`src/sv/mwsm_pkg.sv`:
```
// ----------------------------------------------------------------------------
// Mecanum wheel speed mixer package
// Widths, constants and lane types shared by the mixer cells and top level.
// ----------------------------------------------------------------------------
`default_nettype none

package mwsm_pkg;

    localparam int unsigned InW       = 16;
    localparam int unsigned MW        = 18;   // raw wheel, signed
    localparam int unsigned NumWheels = 4;
    localparam int unsigned RootW     = 22;   // isqrt of (x^2 + y^2) << 12
    localparam int unsigned RadW      = 2 * RootW;
    localparam int unsigned RemSW     = RootW + 1;
    localparam int unsigned SqW       = 32;   // x^2 + y^2
    localparam int unsigned DenW      = 23;   // Q6 normalizing sum
    localparam int unsigned RemDW     = DenW;
    localparam int unsigned QW        = 17;   // quotient magnitude bits
    localparam int unsigned ProdW     = MW + InW;
    localparam int unsigned OutW      = 21;
    localparam int unsigned SqrtCells = RootW;
    localparam int unsigned DivCells  = QW;

    localparam logic [16:0]              InvSqrt2   = 17'd46341;  // 1/sqrt2 in Q16
    localparam logic [InW-1:0]           ScaleReset = 16'd256;    // 1.0 in Q8.8
    localparam logic signed [OutW-1:0]   OutMax     = 21'sd524288;
    localparam logic signed [OutW-1:0]   OutMin     = -21'sd524288;

    typedef struct packed {
        logic [RadW-1:0]                 rad;
        logic [RemSW-1:0]                rem;
        logic [RootW-1:0]                root;
        logic [NumWheels-1:0][MW-1:0]    m;
        logic [InW-1:0]                  aw;
        logic                            limited;
    } t_sqrt_lane;

    typedef struct packed {
        logic [DenW-1:0]                 den;
        logic [NumWheels-1:0][RemDW-1:0] rem;
        logic [NumWheels-1:0][QW-1:0]    nb;
        logic [NumWheels-1:0][QW-1:0]    q;
        logic [NumWheels-1:0][MW-1:0]    m;
        logic [NumWheels-1:0]            neg;
        logic                            limited;
    } t_div_lane;

endpackage

`default_nettype wire

```
`src/sv/mwsm_div_cell.sv`:
```
// ----------------------------------------------------------------------------
// Divider cell
// Resolves one quotient bit for all four wheels and passes the lane on.
// ----------------------------------------------------------------------------
`default_nettype none

module mwsm_div_cell (
    input  wire logic               i_clk,
    input  wire logic               i_ce,
    input  wire mwsm_pkg::t_div_lane i_lane,
    output mwsm_pkg::t_div_lane     o_lane
);

    logic [mwsm_pkg::RemDW:0] trem [mwsm_pkg::NumWheels];
    logic [mwsm_pkg::RemDW:0] diff [mwsm_pkg::NumWheels];
    mwsm_pkg::t_div_lane      n_lane;
    mwsm_pkg::t_div_lane      r_lane;

    always_comb begin
        n_lane = i_lane;
        for (int i = 0; i < mwsm_pkg::NumWheels; i++) begin
            trem[i] = {i_lane.rem[i], i_lane.nb[i][mwsm_pkg::QW-1]};
            diff[i] = trem[i] - {1'b0, i_lane.den};
            n_lane.nb[i] = {i_lane.nb[i][mwsm_pkg::QW-2:0], 1'b0};
            if (trem[i] >= {1'b0, i_lane.den}) begin
                n_lane.rem[i] = diff[i][mwsm_pkg::RemDW-1:0];
                n_lane.q[i]   = {i_lane.q[i][mwsm_pkg::QW-2:0], 1'b1};
            end else begin
                n_lane.rem[i] = trem[i][mwsm_pkg::RemDW-1:0];
                n_lane.q[i]   = {i_lane.q[i][mwsm_pkg::QW-2:0], 1'b0};
            end
        end
    end

    always_ff @(posedge i_clk) begin
        if (i_ce) begin
            r_lane <= n_lane;
        end
    end

    assign o_lane = r_lane;

endmodule

`default_nettype wire

```
`config.mk`:
```
export PLATFORM = sky130hd
export DESIGN_NAME = mwsm_div_cell
export DESIGN_NICKNAME = d
export VERILOG_FILES = /design/src/sv/mwsm_pkg.sv /design/src/sv/mwsm_div_cell.sv
export SDC_FILE = /design/constraint.sdc
export NUM_CORES = 1
export LEC_CHECK = 0
export ABC_AREA = 1
export BUFFER_PORTS_ARGS = -buffer_cell sky130_fd_sc_hd__buf_4
export CAP_MARGIN = 30
export CORE_AREA = 5 5 253 255
export DETAILED_ROUTE_END_ITERATION = 16
export DIE_AREA = 0 0 258 260
export PLACE_DENSITY_LB_ADDON = 0.2
export REMOVE_ABC_BUFFERS = 1
export SLEW_MARGIN = 20
export SYNTH_ARGS = -nofsm -noshare
export SYNTH_HDL_FRONTEND = slang
export SYNTH_SLANG_ARGS = --single-unit
```
`constraint.sdc`:
```
create_clock -name i_clk -period 3.2 [get_ports i_clk]
set_input_delay 0.64 -clock i_clk [delete_from_list [all_inputs] [get_ports i_clk]]
set_output_delay 0.64 -clock i_clk [all_outputs]
set_load 0.01 [all_outputs]
```
==> results_dict.tcl, run 1 <==
set metrics [dict create \
    hpwlAfterDp_um 65600 \
    port_buffers 649 \
    pwr-share-seq 0.409 \
    gp_congestion 0.946 \
    gr-total-overflow 0 \
    start_kind "input pin" \
    register_area_sq_mm 0.00973 \
    remaining_drc_errors 0 \
    synth_compound_area_frac 0.0250 \
    hold_slack_ns 0.242 \
    power.total_mw 13.0 \
    clock_path_buffers 3 \
    fin_util 0.418 \
    pwr-share-comb 0.241 \
    finalHoldViolations 0 \
    cts_buffers 40 \
    final_area_sq_mm 0.0256 \
    yosys.area_share.simple 0.257 \
    area_growth_syn_to_layout_pct 42.2 \
    maxSlewHeadroom 0.462 \
    ant_nets 0 \
    vias_per_cell 4.59 \
    synth.cell_area_sq_mm 0.0180 \
    hold_path.class "in2reg" \
    drive_gt1_frac 0.283 \
    synth_warnings 0 \
    ys_seq_elements 324 \
    h-tree-depth 2 \
    synth_xor_area_frac 0.0175 \
    setup_viol 0 \
    worstPathArrival_ns 2.75 \
    fmax_mhz 409 \
    power.leakage_nw 12.8 \
    synth_top_family_by_area "simple AND/OR/NAND/NOR gates" \
    end_kind "register" \
    powerDensity_mw_per_mm2 508 \
    postCtsHoldBufs 0 \
    syn_avg_cell_area_sq_um 8.82 \
    critPathKind "in2reg" \
    fin_crit_ns 2.45 \
    wire_per_inst_um 22.0 \
    postRouteWirelength_um 79300 \
    cts_tree "yes" \
    final_common_cell "nand2_1" \
    cts_setup_buffers 0 \
    cts.sinks 324 \
    nets 3196 \
    tightest_slew_ns 0.808 \
    cts_resized 0 \
    vias 16500 \
    rsz0062_at_grt "no" \
    required_ns 3.50 \
    grt_max_degree 81 \
    fin_tns_setup_ns 0 \
    synthAdderAreaFrac 0.0683 \
    dp.cells 3518 \
    layout_common_cells "nand2_1, buf_4, inv_1" \
    drv_slew 0 \
    cts_root_buffer "clkbuf_16" \
    critPathMaxFanout 19 \
    timing.final.crit_share 0.765 \
    drv_cap 0 \
    ir_drop_mv 0.320 \
    dpl-instance-area_sq_mm 0.0243 \
    grt_pass1_wl_um 110000 \
    synth_cells 2045 \
    worstHoldPathCells 1 \
    antenna_found_initial 20 \
    hold_start "i_lane[204]" \
    grt_pass1_vias 16100 \
    synth_mux_area_frac 0 \
    die_h_um 260 \
    multiInputGateArea_sq_mm 0.00665 \
    pre_cts_ws_ns 0.210 \
    ys_types 29 \
    drt_iter0_markers 1074 \
    start_util 0.294 \
    firstDrtPassIters 6 \
    grt_use_total 0.224 \
    fill_cells 6238 \
    largest_reg_flops 324 \
    holdPathEnd "o_lane[205]" \
    die_w_um 258 \
    netSwitchingFraction 0.296 \
    finalWorstSetupSlack_ns 0.753 \
    startpoint "i_lane[316]" \
    outcome "completed" \
    fin_cells 3596 \
    clk_pin_slew_ns 0.06 \
    p_int_mw 9.17 \
    clkPwrFrac 0.350 \
    ios 658 \
    rows 91 \
    dieArea_sq_mm 0.0671 \
    core_area_sq_mm 0.0614 \
    ys_seq_area_frac 0.539 \
    p_switching_mw 3.86 \
]
-- cell usage after synthesis --
| library cell | count | area share |
|---|---|---|
| nand2_1 | 718 | 0.15 |
| inv_1 | 388 | 0.081 |
| edfxtp_1 | 324 | 0.54 |
| nor2_1 | 116 | 0.024 |
| nand3_1 | 114 | 0.032 |
| ha_1 | 92 | 0.064 |
| nand4_1 | 65 | 0.023 |
| o21ai_1 | 47 | 0.013 |
| a21oi_1 | 41 | 0.011 |
| xor2_1 | 32 | 0.016 |
| nand3b_1 | 26 | 0.011 |
| buf_6 | 12 | 0.0075 |
| nor3_1 | 10 | 0.0028 |
| nand2_2 | 9 | 0.0031 |
| and2_1 | 8 | 0.0028 |
| clkbuf_1 | 6 | 0.0012 |
| buf_2 | 4 | 0.0011 |
| buf_4 | 4 | 0.0017 |
| fa_1 | 4 | 0.0044 |
| nand4_4 | 4 | 0.0047 |
| nor2_2 | 4 | 0.0014 |
| nor2_4 | 4 | 0.0025 |
| xnor2_1 | 4 | 0.0019 |
| buf_1 | 2 | 0.00042 |
| o21ai_0 | 2 | 0.00055 |
| or2_0 | 2 | 0.00069 |
| conb_1 | 1 | 0.00021 |
| inv_2 | 1 | 0.00021 |
| or2_2 | 1 | 0.00035 |
-- worst max-delay path by stage --
stage | slack [ns] | endpoint
floorplan | 0.65 | o_lane[282]
global placement | 0.24 | o_lane[295]
detailed placement | 0.21 | o_lane[298]
CTS | 0.81 | o_lane[298]
global route | 0.61 | o_lane[302]
finish | 0.75 | o_lane[298]
-- power by group through the flow --
stage / clock network, mW / registers [mW] / logic [mW]
global placement: 0 / 5.42 / 3.16
finish: 4.56 / 5.33 / 3.13
floorplan: 0 / 5.62 / 1.18
CTS: 4.71 / 5.34 / 3.18
detailed placement: 0 / 5.41 / 3.17
global route: 4.91 / 5.37 / 3.43
-- routing by layer --
layer  track usage  share of wire
met5             0         0.0025
met4        0.0865          0.045
met1         0.247           0.37
met2         0.401           0.50
met3        0.0752          0.085
-- layout make-up --
cell class                      count  area share
Tap cell                          790      0.0385
Antenna cell                        6    0.000585
Multi-Input combinational cell   1307       0.259
Inverter                          389      0.0569
Clock buffer                       45      0.0398
Timing Repair Buffer              708       0.214
Sequential cell                   324       0.379
Clock inverter                     27      0.0114
-- cells by family after synthesis --
group / after synthesis
buf+inv: 417
compound gates: 90
fa+ha+maj: 96
simple gates: 1081
other cells: 1
flops: 324
xor+xnor: 36
-- worst max-delay path, cell delays in order --
cell	delay [ns]
buf_4	0.12
inv_1	0.22
buf_4	0.23
ha_1	0.31
nand2_2	0.17
inv_1	0.06
nand2_1	0.06
nand2_1	0.06
nand2_1	0.09
nand2_1	0.06
nand2_1	0.10
nand4_4	0.21
buf_12	0.24
nand3_1	0.10
nand2_1	0.07
No activity file was read; power rests on OpenSTA's default activity.
==> run 2, diff against run 1 <==
==> constraint.sdc (replaced) <==
create_clock -name i_clk -period 2.2 [get_ports i_clk]
set_input_delay 0.44 -clock i_clk [delete_from_list [all_inputs] [get_ports i_clk]]
set_output_delay 0.44 -clock i_clk [all_outputs]
set_load 0.01 [all_outputs]
==> results_dict.tcl, run 2 (same netlist as run 1, synthesis figures left out) <==
set metrics [dict create \
    outcome "completed" \
    remaining_drc_errors 0 \
    p_switching_mw 5.72 \
    ir_drop_mv 0.435 \
    pre_cts_ws_ns -0.442 \
    critPathCapture "o_lane[217]" \
    cts.sinks 324 \
    rows 91 \
    critPathKind "in2reg" \
    layout_common_cells "buf_4, nand2_1, inv_1" \
    maxSlewHeadroom 0.594 \
    tightest_slew_ns 0.609 \
    fmax_mhz 489 \
    die_w_um 258 \
    netSwitchingFraction 0.292 \
    area_growth_syn_to_layout_pct 54.4 \
    critPathMaxFanout 28 \
    grt_pass1_wl_um 116000 \
    grt_use_total 0.235 \
    cp_num_cells 11 \
    final_common_cell "buf_4" \
    end_kind "register" \
    finalHoldViolations 0 \
    core_area_sq_mm 0.0614 \
    fin_util 0.454 \
    fin_crit_ns 2.04 \
    gr-total-overflow 0 \
    powerDensity_mw_per_mm2 703 \
    crit_buf_inv 3 \
    port_buffers 649 \
    pwr-share-comb 0.268 \
    drv_cap 0 \
    grt_pass1_vias 17600 \
    timing.final.crit_share 0.929 \
    dieArea_sq_mm 0.0671 \
    grt_max_degree 47 \
    cts_root_buffer "clkbuf_16" \
    finalWorstSetupSlack_ns 0.157 \
    hold_slack_ns 0.0535 \
    hpwlAfterDp_um 69000 \
    antenna_found_initial 26 \
    path_delay_family "simple AND/OR/NAND/NOR gates" \
    gp_congestion 0.923 \
    cp_slowest_cell "ha_1" \
    drive_gt1_frac 0.345 \
    wire_per_inst_um 21.4 \
    ant_nets 0 \
    nets 3466 \
    clkPwrFrac 0.335 \
    die_h_um 260 \
    cpMostUsedCell "nand2_1" \
    start_util 0.294 \
    fin_tns_setup_ns 0 \
    power.total_mw 19.6 \
    power.leakage_nw 14.1 \
    clock_path_buffers 3 \
    postCtsHoldBufs 0 \
    rsz0062_at_grt "no" \
    postRouteWirelength_um 82700 \
    worstPathArrival_ns 2.35 \
    setup_viol 0 \
    ios 658 \
    cp_cell_sequence "buf_4, inv_1, ha_1, or2_0, nand3_1, nand2_1, nand2_2, nand4_4, buf_12, nand2_1, o21ai_1" \
    clk_pin_slew_ns 0.06 \
    hold_path.class "in2reg" \
    cts_tree "yes" \
    h-tree-depth 2 \
    startpoint "i_lane[308]" \
    required_ns 2.51 \
    start_kind "input pin" \
    vias 17400 \
    firstDrtPassIters 5 \
    cpPeakStageDelay_ns 0.37 \
    p_int_mw 13.8 \
    pwr-share-seq 0.397 \
    drv_slew 0 \
    cts_buffers 40 \
    vias_per_cell 4.51 \
    drt_iter0_markers 1047 \
    largest_reg_flops 324 \
]
-- run 2: worst min-delay path by stage --
stage | start | endpoint | slack [ns] | cells after the start
after global routing | i_lane[85] | o_lane[86] | 0.03 | 1
after floorplan | i_lane[0] | o_lane[0] | 0.54 | 0
after detailed placement | i_lane[18] | o_lane[18] | 0.62 | 1
final | i_lane[187] | o_lane[188] | 0.05 | 1
after global placement | i_lane[183] | o_lane[184] | 0.62 | 1
after CTS | i_lane[85] | o_lane[86] | 0.01 | 1
-- run 2: what timing repair did --
item	CTS	global route
setup endpoints to repair	0	9
resized for setup	0	2
setup buffers	0	0
-- run 2: stage by stage --
stage	std cells	area (sq um)
5_1_grt	3862	27800
4_1_cts	3859	27800
6_report	3865	27800
3_3_place_gp	3788	26600
2_1_floorplan	2020	17800
3_5_place_dp	3788	26600
-- run 2: power by group through the flow --
stage	logic, mW	clock network (mW)	registers [mW]
CTS	5.31	6.81	7.77
floorplan	1.72	0	8.17
global route	5.72	7.05	7.82
finish	5.24	6.56	7.76
detailed placement	5.29	0	7.88
global placement	5.26	0	7.89
-- run 2: cell type report --
| type | count | area (sq um) |
|---|---|---|
| clock buffers | 47 | 1030 |
| flip-flops and latches | 324 | 9730 |
| inverters | 389 | 1460 |
| diodes | 6 | 15.0 |
| clock inverters | 24 | 241 |
| well taps | 790 | 988 |
| fillers | 6050 | 33500 |
| repair buffers | 978 | 7740 |
| multi-input cells | 1307 | 6650 |
-- run 2: routing by layer --
layer  up-vias  GRT usage  share of wire
met3       151     0.0798          0.081
li1       8598          -              -
met1      8120      0.254           0.37
met4        36     0.0930          0.043
met5         -          0         0.0033
met2       536      0.424           0.51
