**src/sv/mwsm_pkg.sv**
```systemverilog
// ----------------------------------------------------------------------------
// Mecanum wheel speed mixer package
// Widths, constants and lane types shared by the mixer cells and top level.
// ----------------------------------------------------------------------------
`default_nettype none

package mwsm_pkg;

    localparam int unsigned InW       = 16;
    localparam int unsigned MW        = 18;   // raw wheel, signed
    localparam int unsigned NumWheels = 4;
    localparam int unsigned RootW     = 22;   // isqrt of (x^2 + y^2) << 12
    localparam int unsigned RadW      = 2 * RootW;
    localparam int unsigned RemSW     = RootW + 1;
    localparam int unsigned SqW       = 32;   // x^2 + y^2
    localparam int unsigned DenW      = 23;   // Q6 normalizing sum
    localparam int unsigned RemDW     = DenW;
    localparam int unsigned QW        = 17;   // quotient magnitude bits
    localparam int unsigned ProdW     = MW + InW;
    localparam int unsigned OutW      = 21;
    localparam int unsigned SqrtCells = RootW;
    localparam int unsigned DivCells  = QW;

    localparam logic [16:0]              InvSqrt2   = 17'd46341;  // 1/sqrt2 in Q16
    localparam logic [InW-1:0]           ScaleReset = 16'd256;    // 1.0 in Q8.8
    localparam logic signed [OutW-1:0]   OutMax     = 21'sd524288;
    localparam logic signed [OutW-1:0]   OutMin     = -21'sd524288;

    typedef struct packed {
        logic [RadW-1:0]                 rad;
        logic [RemSW-1:0]                rem;
        logic [RootW-1:0]                root;
        logic [NumWheels-1:0][MW-1:0]    m;
        logic [InW-1:0]                  aw;
        logic                            limited;
    } t_sqrt_lane;

    typedef struct packed {
        logic [DenW-1:0]                 den;
        logic [NumWheels-1:0][RemDW-1:0] rem;
        logic [NumWheels-1:0][QW-1:0]    nb;
        logic [NumWheels-1:0][QW-1:0]    q;
        logic [NumWheels-1:0][MW-1:0]    m;
        logic [NumWheels-1:0]            neg;
        logic                            limited;
    } t_div_lane;

endpackage

`default_nettype wire

```
**src/sv/mwsm_sqrt_cell.sv**
```systemverilog
// ----------------------------------------------------------------------------
// Square root cell
// Resolves one root bit per cell and passes the lane to its neighbor.
// ----------------------------------------------------------------------------
`default_nettype none

module mwsm_sqrt_cell (
    input  wire logic                i_clk,
    input  wire logic                i_ce,
    input  wire mwsm_pkg::t_sqrt_lane i_lane,
    output mwsm_pkg::t_sqrt_lane     o_lane
);

    logic [mwsm_pkg::RemSW+1:0] trem;
    logic [mwsm_pkg::RemSW+1:0] trial;
    logic [mwsm_pkg::RemSW+1:0] diff;
    mwsm_pkg::t_sqrt_lane       n_lane;
    mwsm_pkg::t_sqrt_lane       r_lane;

    always_comb begin
        n_lane = i_lane;
        trem   = {i_lane.rem, i_lane.rad[mwsm_pkg::RadW-1 -: 2]};
        trial  = {{(mwsm_pkg::RemSW - mwsm_pkg::RootW){1'b0}}, i_lane.root, 2'b01};
        diff   = trem - trial;
        n_lane.rad = {i_lane.rad[mwsm_pkg::RadW-3:0], 2'b00};
        if (trem >= trial) begin
            n_lane.rem  = diff[mwsm_pkg::RemSW-1:0];
            n_lane.root = {i_lane.root[mwsm_pkg::RootW-2:0], 1'b1};
        end else begin
            n_lane.rem  = trem[mwsm_pkg::RemSW-1:0];
            n_lane.root = {i_lane.root[mwsm_pkg::RootW-2:0], 1'b0};
        end
    end

    always_ff @(posedge i_clk) begin
        if (i_ce) begin
            r_lane <= n_lane;
        end
    end

    assign o_lane = r_lane;

endmodule

`default_nettype wire

```
**config.mk**
```make
export PLATFORM = sky130hd
export DESIGN_NAME = mwsm_sqrt_cell
export DESIGN_NICKNAME = d
export VERILOG_FILES = /design/src/sv/mwsm_pkg.sv /design/src/sv/mwsm_sqrt_cell.sv
export SDC_FILE = /design/constraint.sdc
export NUM_CORES = 1
export LEC_CHECK = 0
export ABC_CLOCK_PERIOD_IN_PS = 5500
export BUFFER_PORTS_ARGS = -buffer_cell sky130_fd_sc_hd__clkbuf_2
export CAP_MARGIN = 10
export CORE_AREA = 2 2 138 140
export CTS_CLUSTER_DIAMETER = 40
export CTS_CLUSTER_SIZE = 14
export DETAILED_ROUTE_END_ITERATION = 8
export DIE_AREA = 0 0 140 142
export PLACE_DENSITY_LB_ADDON = 0.08
export SLEW_MARGIN = 20
export SYNTH_ARGS = -nofsm -noshare
export SYNTH_HDL_FRONTEND = slang
export SYNTH_SLANG_ARGS = --single-unit
```
**constraint.sdc**
```tcl
create_clock -name i_clk -period 5.5 [get_ports i_clk]
set_input_delay 0.55 -clock i_clk [delete_from_list [all_inputs] [get_ports i_clk]]
set_output_delay 0.55 -clock i_clk [all_outputs]
set_load 0.01 [all_outputs]
```
==> impl_metrics.ini, run 1 <==
[worst_hold_path]
min_to = o_lane[32]
hp-class = primary input to register
holdPathStages = 1
min-delay-start = i_lane[32]

[detailed_routing]
postRouteWirelength_mm = 19.6
wl_per_cell_um = 19.0
viasPerCell = 4.80
route.detailed.drc = 25
drt_iter0_drc = 428
firstDrtPassIters = 9
ant_nets = 0
vias = 4939

[yosys]
netlist_area_um2 = 7010
synth_flop_cell = edfxtp_1
synthXorXnorAreaFrac_pct = 1.62
synthSimpleGateAreaFrac_pct = 5.16
ys.warnings.count = 0
synth-edff-count = 176
synth_top_family_by_area = compound AO/OA/AOI/OAI gates
synth_mux_area_share_pct = 2.77
ys_seq_area_share_pct = 75.4
synth_cell_type_count = 54
syn_area_per_cell_um2 = 16.8
ys_ff_latch = 176
synth_fa_ha_area_share_pct = 4.28
ys_async_sr_fraction_pct = 0
syn_inst = 416
synth_compound_area_share_pct = 7.96

[power_and_ir_drop]
clkPwrFrac_pct = 35.2
p_leak_nw = 4.29
ir_worst_vdd_mv = 0.212
internal-power_mw = 2.43
power_frac_comb_pct = 15.0
power_density_nw_per_um2 = 345
p_sw_share_pct = 26.4
seq_power_share_pct = 49.8
power_switching_mw = 0.874

[timing]
worst_slack_ns = 2.34
fin_crit_sh_pct = 57.5
hold_viol = 0
report.final.slew_viol_count = 0
finalSetupViolations = 0
hold_ws_ns = 0.299
timing.slew.headroom_pct = 42.0
layout_min_cycle_time_ns = 3.16
tightestPinTransition_ns = 0.870
clock.fmax_mhz = 316
rsz0062_at_grt = false
fin_tns_setup_ns = 0

[place]
gp_congestion = 0.846
post-dp-hpwl_mm = 15.3
placed_area_um2 = 9020
io_buffers = 355
post-place-ws_ns = 1.88

[clocking]
cts_tree = yes
clockBufferDepth = 2
post_cts_buffers = 0
cts.sink_count = 176
cts_inserted_buffers = 17
clk_pin_slew_ns = 0.07
htree_num_levels = 4
cts-resized-gates = 0
ctsHoldBuffers = 0
root_buffer = clkbuf_16

[layout]
nNetsFinal = 987
largest_register_ffs = 176
finalInstanceArea_um2 = 9600
area_delta_synth_final_pct = 36.9
fin_util_pct = 52.0
antenna_cells = 0
drive_gt1_share_pct = 51.4

[grt]
antenna_found_initial = 1
grt_max_degree = 71
use_met1_pct = 21.2
grt_pass1_vias = 5008
grtUsageMet2_pct = 36.1
grt_overflow = 0
grt.busiest_layer = met2
grt_usage_pct = 19.2
grtUsageMet3_pct = 5.55
grt_pass1_wl_mm = 28.6

[setup_path]
critPathCaptureType = register
crit_required_ns = 5.66
worstSetupStartpointType = primary input
worstSetupPathType = primary input to register
worst_ep_arrival_time_ns = 3.33
critPathMaxFanout = 17

[floorplanning]
core_um2 = 18500
die_area_um2 = 19900
chipHeight_um = 142
dieWidth_um = 140
start_util_pct = 38.0
io_pins = 358
placementRows = 50

[run]
maxCapViolCount = 0

[run_status]
status = finished with violations
violations = DRC
cells in the final DEF (no fill, tap or decap), drive strengths merged, types with 4 or more instances in the layout:
| master | count |
|---|---|
| nand3 | 9 |
| inv | 36 |
| o31ai | 6 |
| o21ai | 10 |
| a21o | 4 |
| ha | 24 |
| nor2 | 15 |
| a21oi | 20 |
| clkbuf | 371 |
| clkinv | 6 |
| mux2 | 14 |
| nor3 | 7 |
| edfxtp | 176 |
| xnor2 | 10 |
| o21a | 12 |
| nand2 | 18 |
cells in the mapped netlist (all sizes together) (4+ instances only):
cell type | number | area share, %
ha | 24 | 4.3
nand3 | 9 | 0.64
o21ai | 10 | 0.71
edfxtp | 176 | 75
xnor2 | 10 | 1.2
o21a | 12 | 1.3
clkbuf | 4 | 0.21
inv | 29 | 1.6
a21oi | 20 | 1.4
a21o | 4 | 0.43
buf | 6 | 0.89
nor2 | 15 | 0.80
o31ai | 6 | 0.64
nor3 | 7 | 0.50
mux2 | 14 | 2.6
nand2 | 18 | 0.96
logic make-up (layout without fill, tap and decap cells):
family | Yosys count | after routing
simple gates | 70 | 70
flops | 176 | 176
other cells | 1 | 2
fa+ha+maj | 24 | 24
mux | 15 | 15
compound gates | 78 | 78
xor+xnor | 13 | 13
buf+inv | 39 | 418
per-layer routing:
| metal | part of all wire [%] | wire, um |
|---|---|---|
| met4 | 0.99 | 193 |
| met1 | 36 | 7050 |
| met5 | 0.066 | 13 |
| met2 | 55 | 10700 |
| met3 | 8.3 | 1630 |
worst max-delay path, cell delays in order:
cell and delay (ns):
clkbuf_2 0.09, inv_1 0.04, ha_1 0.40, a21oi_1 0.21, o21ai_0 0.17, a31o_1 0.24, a2111oi_4 0.59, and2_1 0.49
inv_6 0.17, mux2_4 0.33
worst max path at each step:
| stage | start | endpoint | cells after the start |
|---|---|---|---|
| 6_report | i_lane[105] | o_lane[130] | 10 |
| 3_5_place_dp | i_lane[90] | o_lane[122] | 10 |
| 5_1_grt | i_lane[105] | o_lane[130] | 10 |
| 3_3_place_gp | i_lane[90] | o_lane[130] | 10 |
| 4_1_cts | i_lane[90] | o_lane[130] | 10 |
| 2_1_floorplan | i_lane[94] | o_lane[121] | 11 |
power groups by stage:
stage          Clock (mW)  Sequential, mW  Combinational (mW)
4_1_cts              1.20            1.65               0.502
2_1_floorplan           0            1.74               0.176
3_5_place_dp            0            1.68               0.499
6_report             1.16            1.65               0.495
3_3_place_gp            0            1.67               0.496
5_1_grt              1.25            1.66               0.537
area by class of cell:
class | count | area [um2]
fill | 1616 | 8860
sequential | 176 | 5290
timing repair buffer | 357 | 1800
multi-input combinational | 202 | 1540
clock buffer | 17 | 425
tap | 234 | 293
clock inverter | 15 | 146
inverter | 29 | 114
per-stage QoR:
| stage | instances | power, mW |
|---|---|---|
| 6_report | 1030 | 3.31 |
| 5_1_grt | 1030 | 3.44 |
| 4_1_cts | 1030 | 3.35 |
| 3_5_place_dp | 998 | 2.18 |
| 3_3_place_gp | 998 | 2.17 |
| 2_1_floorplan | 417 | 1.92 |
No activity file was read; power rests on OpenSTA's default activity.
==> run 2, diff against run 1 <==
ABC_AREA = 1   (was default)
ABC_CLOCK_PERIOD_IN_PS = 2920   (was 5500)
clock period = 2.92 ns   (was 5.5 ns; I/O delays follow)
==> impl_metrics.ini, run 2 <==
[place]
placed_area_um2 = 9580
dp.cells = 1220
gp_congestion = 0.894
post-dp-hpwl_mm = 16.6
io_buffers = 355

[timing]
hold_viol = 0
fin_crit_sh_pct = 68.0
finalSetupViolations = 0
fin_tns_setup_ns = 0
timing.slew.headroom_pct = 64.6
layout_min_cycle_time_ns = 1.99
rsz0062_at_grt = false
report.final.slew_viol_count = 0
clock.fmax_mhz = 504
tightestPinTransition_ns = 0.530

[yosys]
ys_async_sr_fraction_pct = 0
synth_flop_cell = edfxtp_1
yosysMostFrequentCell = nand2_1
ys.warnings.count = 0
synth.cells.most_frequent = nand2_1, edfxtp_1, inv_1, nand4_1, ha_1
ys_seq_area_share_pct = 70.4
synth-edff-count = 176
synth_top_area_share_pct = 70.4
ys_ff_latch = 176
yosysTopAreaCell = edfxtp_1
syn_inst = 635
netlist_area_um2 = 7500
synth_cell_type_count = 27
syn_area_per_cell_um2 = 11.8
synthTopCellsByArea = edfxtp_1, nand2_1, inv_1, ha_1, nand4_1

[power_and_ir_drop]
p_leak_nw = 5.04
ir_worst_vdd_mv = 0.396
power_mw = 6.27
power_density_nw_per_um2 = 617

[grt]
grt_pass1_wl_mm = 30.3
antenna_found_initial = 0
grt_overflow = 0
grt_usage_pct = 20.4
grt_pass1_vias = 5424
grt_max_degree = 56

[layout]
fin_util_pct = 55.1
largest_register_ffs = 176
mostFrequentLayoutCell = clkbuf_2
nNetsFinal = 1209
finalInstanceArea_um2 = 10200
area_delta_synth_final_pct = 35.4
antenna_cells = 0
finalNonFillerCells = 1252
fillers = 1675
drive_gt1_share_pct = 40.0
final_cell_mix = clkbuf_2, nand2_1, edfxtp_1, inv_1, nand4_1

[floorplanning]
placementRows = 50
die_area_um2 = 19900
io_pins = 358
dieWidth_um = 140
start_util_pct = 40.7
chipHeight_um = 142
core_um2 = 18500

[detailed_routing]
vias = 5726
postRouteWirelength_mm = 20.7
route.detailed.drc = 25
firstDrtPassIters = 8
wl_per_cell_um = 16.6
viasPerCell = 4.57
drt_iter0_drc = 338
ant_nets = 0

[clocking]
ctsHoldBuffers = 0
root_buffer = clkbuf_16
htree_num_levels = 4
cts_tree = yes
cts.sink_count = 176
cts_inserted_buffers = 17
post_cts_buffers = 0
clockBufferDepth = 2
cts-resized-gates = 0
clk_pin_slew_ns = 0.07

[setup_path]
max_stage_delay_ns = 0.35
crit_slowest_cell = ha_1
critPathCaptureType = register
crit_required_ns = 3.10
critPathMaxFanout = 24
critPathLaunch = i_lane[94]
crit_path_cell_trace = clkbuf_2 -> inv_1 -> ha_1 -> nand2_2 -> inv_1 -> nand2_1 -> nand2_1 -> inv_1 -> nand3_2 -> nand3_4 -> nand3_4 -> nand2_1 -> nand2_1
crit_family = simple AND/OR/NAND/NOR gates
worstSetupPathType = primary input to register
crit_top_cell = nand2_1
worst-path-buf-inv = 4
worst_ep_arrival_time_ns = 2.17
worstSetupStartpointType = primary input

[worst_hold_path]
hp-class = primary input to register
min-delay-start = i_lane[174]

[run_status]
status = finished with violations
violations = DRC

[run]
maxCapViolCount = 0
## run 2: report_power, final
| part | switching (mW) | internal, mW |
|---|---|---|
| sequential | 0.0531 | 3.04 |
| clock | 1.06 | 1.15 |
| combinational | 0.595 | 0.370 |
## run 2: final cells by class
| cell class | count | area (um2) | area share, % |
|---|---|---|---|
| Clock buffer | 18 | 429 | 4.22 |
| Inverter | 106 | 398 | 3.92 |
| Multi-Input combinational cell | 344 | 1750 | 17.3 |
| Tap cell | 234 | 293 | 2.88 |
| Sequential cell | 176 | 5290 | 52.0 |
| Clock inverter | 14 | 158 | 1.55 |
| Timing Repair Buffer | 360 | 1850 | 18.2 |
## run 2: worst paths after layout
kind	cells after the start	slack, ns	endpoint
min	1	0.03	o_lane[176]
max	13	0.93	o_lane[122]
## run 2: stage by stage
step | setup slack, ns | hold WS (ns)
after floorplan | 1.07 | 0.391
after global placement | 0.536 | 0.468
after detailed placement | 0.486 | 0.471
after CTS | 0.945 | 0.00713
after global routing | 0.751 | 0.00434
final | 0.934 | 0.0292
## run 2: cell families (layout without fill, tap and decap cells)
family                   after synthesis  after routing  share of synthesized area [%]
AND/OR/NAND/NOR                      295            295                           17.1
flip-flops                           176            176                           70.4
buffers and inverters                116            498                           6.24
adder cells (fa/ha/maj)               24             24                           4.00
AO/OA/AOI/OAI                         13             13                           1.03
XOR/XNOR                              10             10                           1.17
other                                  1              2                         0.0500
## run 2: per-layer routing
layer	track usage (%)	wire [um]	vias up
li1	-	-	2865
met1	22.9	7710	2617
met2	37.2	11000	208
met3	5.82	1470	36
met4	7.71	560	0
met5	0	0	-
==> run 3, diff against run 2 <==
ABC_CLOCK_PERIOD_IN_PS = 1750   (was 2920)
CORE_AREA = 2 2 137 139   (was 2 2 138 140)
DIE_AREA = 0 0 139 141   (was 0 0 140 142)
clock period = 1.75 ns   (was 2.92 ns; I/O delays follow)
==> impl_metrics.ini, run 3 (synthesis results as in run 2) <==
[run_status]
status = complete, no violations

[setup_path]
crit_top_cell = nand2_1
critPathMaxFanout = 24
worstSetupPathType = primary input to register
worst-path-buf-inv = 4
crit_slowest_cell = ha_1
crit_required_ns = 1.93
max_stage_delay_ns = 0.36
crit_path_cell_trace = clkbuf_2 -> inv_1 -> ha_1 -> nand2_1 -> nand2_1 -> nand2_1 -> nand2_1 -> inv_1 -> nand2_1 -> a21oi_4 -> nand3_4 -> buf_12 -> nand2_1 -> nand2_1
worst_ep_arrival_time_ns = 1.71
critPathCaptureType = register
worstSetupStartpointType = primary input
crit_family = simple AND/OR/NAND/NOR gates

[run]
maxCapViolCount = 0

[power_and_ir_drop]
internal-power_mw = 8.01
seq_power_share_pct = 46.7
power_switching_mw = 3.06
ir_worst_vdd_mv = 0.703
p_sw_share_pct = 27.7
power_frac_comb_pct = 19.2
p_leak_nw = 6.06
clkPwrFrac_pct = 34.1
power_density_nw_per_um2 = 901

[clocking]
cts_inserted_buffers = 17
clk_pin_slew_ns = 0.07
root_buffer = clkbuf_16
clockBufferDepth = 2
cts-resized-gates = 0
htree_num_levels = 4
cts.sink_count = 176
cts_tree = yes

[detailed_routing]
dr_wl_met3_mm = 1.29
firstDrtPassIters = 6
viasPerCell = 4.42
wl_met2_mm = 12.4
route.detailed.drc = 0
wl_met1_mm = 9.41
dr.max_layer_used = met5
drt_iter0_drc = 297
vias = 6548
postRouteWirelength_mm = 23.8
ant_nets = 0
wl_per_cell_um = 16.1

[grt]
grt_pass1_wl_mm = 35.7
antenna_found_initial = 1
grt_max_degree = 48
grt_usage_pct = 23.9
grt_overflow = 0
grt_pass1_vias = 6586

[worst_hold_path]
min-delay-start = i_lane[90]
holdPathStages = 2
hp-class = primary input to register
min_to = o_lane[91]

[place]
post-place-ws_ns = -0.213
placed_area_um2 = 10200
post-dp-hpwl_mm = 17.5
io_buffers = 355
gp_congestion = 0.882

[layout]
nNetsFinal = 1437
final_cell_mix = clkbuf_2, nand2_1, edfxtp_1, dlygate4sd3_1, inv_1
drive_gt1_share_pct = 39.1
fillers = 1466
largest_register_ffs = 176
antenna_cells = 0
finalInstanceArea_um2 = 12300
area_delta_synth_final_pct = 63.8
mostFrequentLayoutCell = clkbuf_2

[timing]
rsz0062_at_grt = false
worst_slack_ns = 0.223
hold_viol = 0
report.final.slew_viol_count = 0
finalSetupViolations = 0
hold_ws_ns = 0.0272
fin_crit_sh_pct = 87.3
layout_min_cycle_time_ns = 1.53
clock.fmax_mhz = 655

[floorplanning]
chipHeight_um = 141
core_um2 = 18300
start_util_pct = 41.1
die_area_um2 = 19600
dieWidth_um = 139
io_pins = 358
placementRows = 50
==> run 3: what timing repair did <==
action	in CTS	in global routing
hold buffers	149	0
endpoints found under the hold margin	149	0
setup buffers	0	0
==> run 3: stage by stage <==
stage | power (mW) | utilization, % | std cells | TNS [ns]
after floorplan | 6.04 | - | 636 | 0
after global placement | 7.08 | 55.9 | 1299 | -3.96
after detailed placement | 7.11 | 55.9 | 1299 | -4.59
after CTS | 11.2 | 67.3 | 1480 | 0
after global routing | 11.6 | 67.3 | 1480 | 0
final | 11.1 | 67.3 | 1480 | 0
==> run 3: routing by layer <==
metal | vias up | GRT usage, %
met4 | 2 | 8.03
met1 | 2983 | 27.8
met2 | 215 | 43.3
met5 | - | 0
met3 | 36 | 6.11
li1 | 3312 | -
==> run 3: power by group through the flow <==
| stage | clock network (mW) | registers, mW | logic, mW |
|---|---|---|---|
| finish | 3.78 | 5.17 | 2.13 |
| global route | 4.04 | 5.20 | 2.33 |
| CTS | 3.88 | 5.16 | 2.14 |
| detailed placement | 0 | 5.26 | 1.85 |
| global placement | 0 | 5.25 | 1.83 |
| floorplan | 0 | 5.47 | 0.572 |
==> run 3: area by class of cell <==
cell class	count	area (um2)	area share [%]
Sequential cell	176	5290	43.0
Clock inverter	15	168	1.36
Timing Repair Buffer	588	3970	32.3
Tap cell	234	293	2.38
Clock buffer	17	425	3.46
Multi-Input combinational cell	344	1750	14.3
Inverter	106	398	3.24
==> run 3: worst max-delay path by stage <==
stage / from / end / slack (ns) / depth (start not counted)
floorplan: i_lane[103] / o_lane[126] / 0.02 / 13
global placement: i_lane[95] / o_lane[127] / -0.19 / 11
detailed placement: i_lane[95] / o_lane[122] / -0.21 / 14
CTS: i_lane[101] / o_lane[122] / 0.24 / 14
global route: i_lane[97] / o_lane[126] / 0.09 / 13
finish: i_lane[101] / o_lane[122] / 0.22 / 14
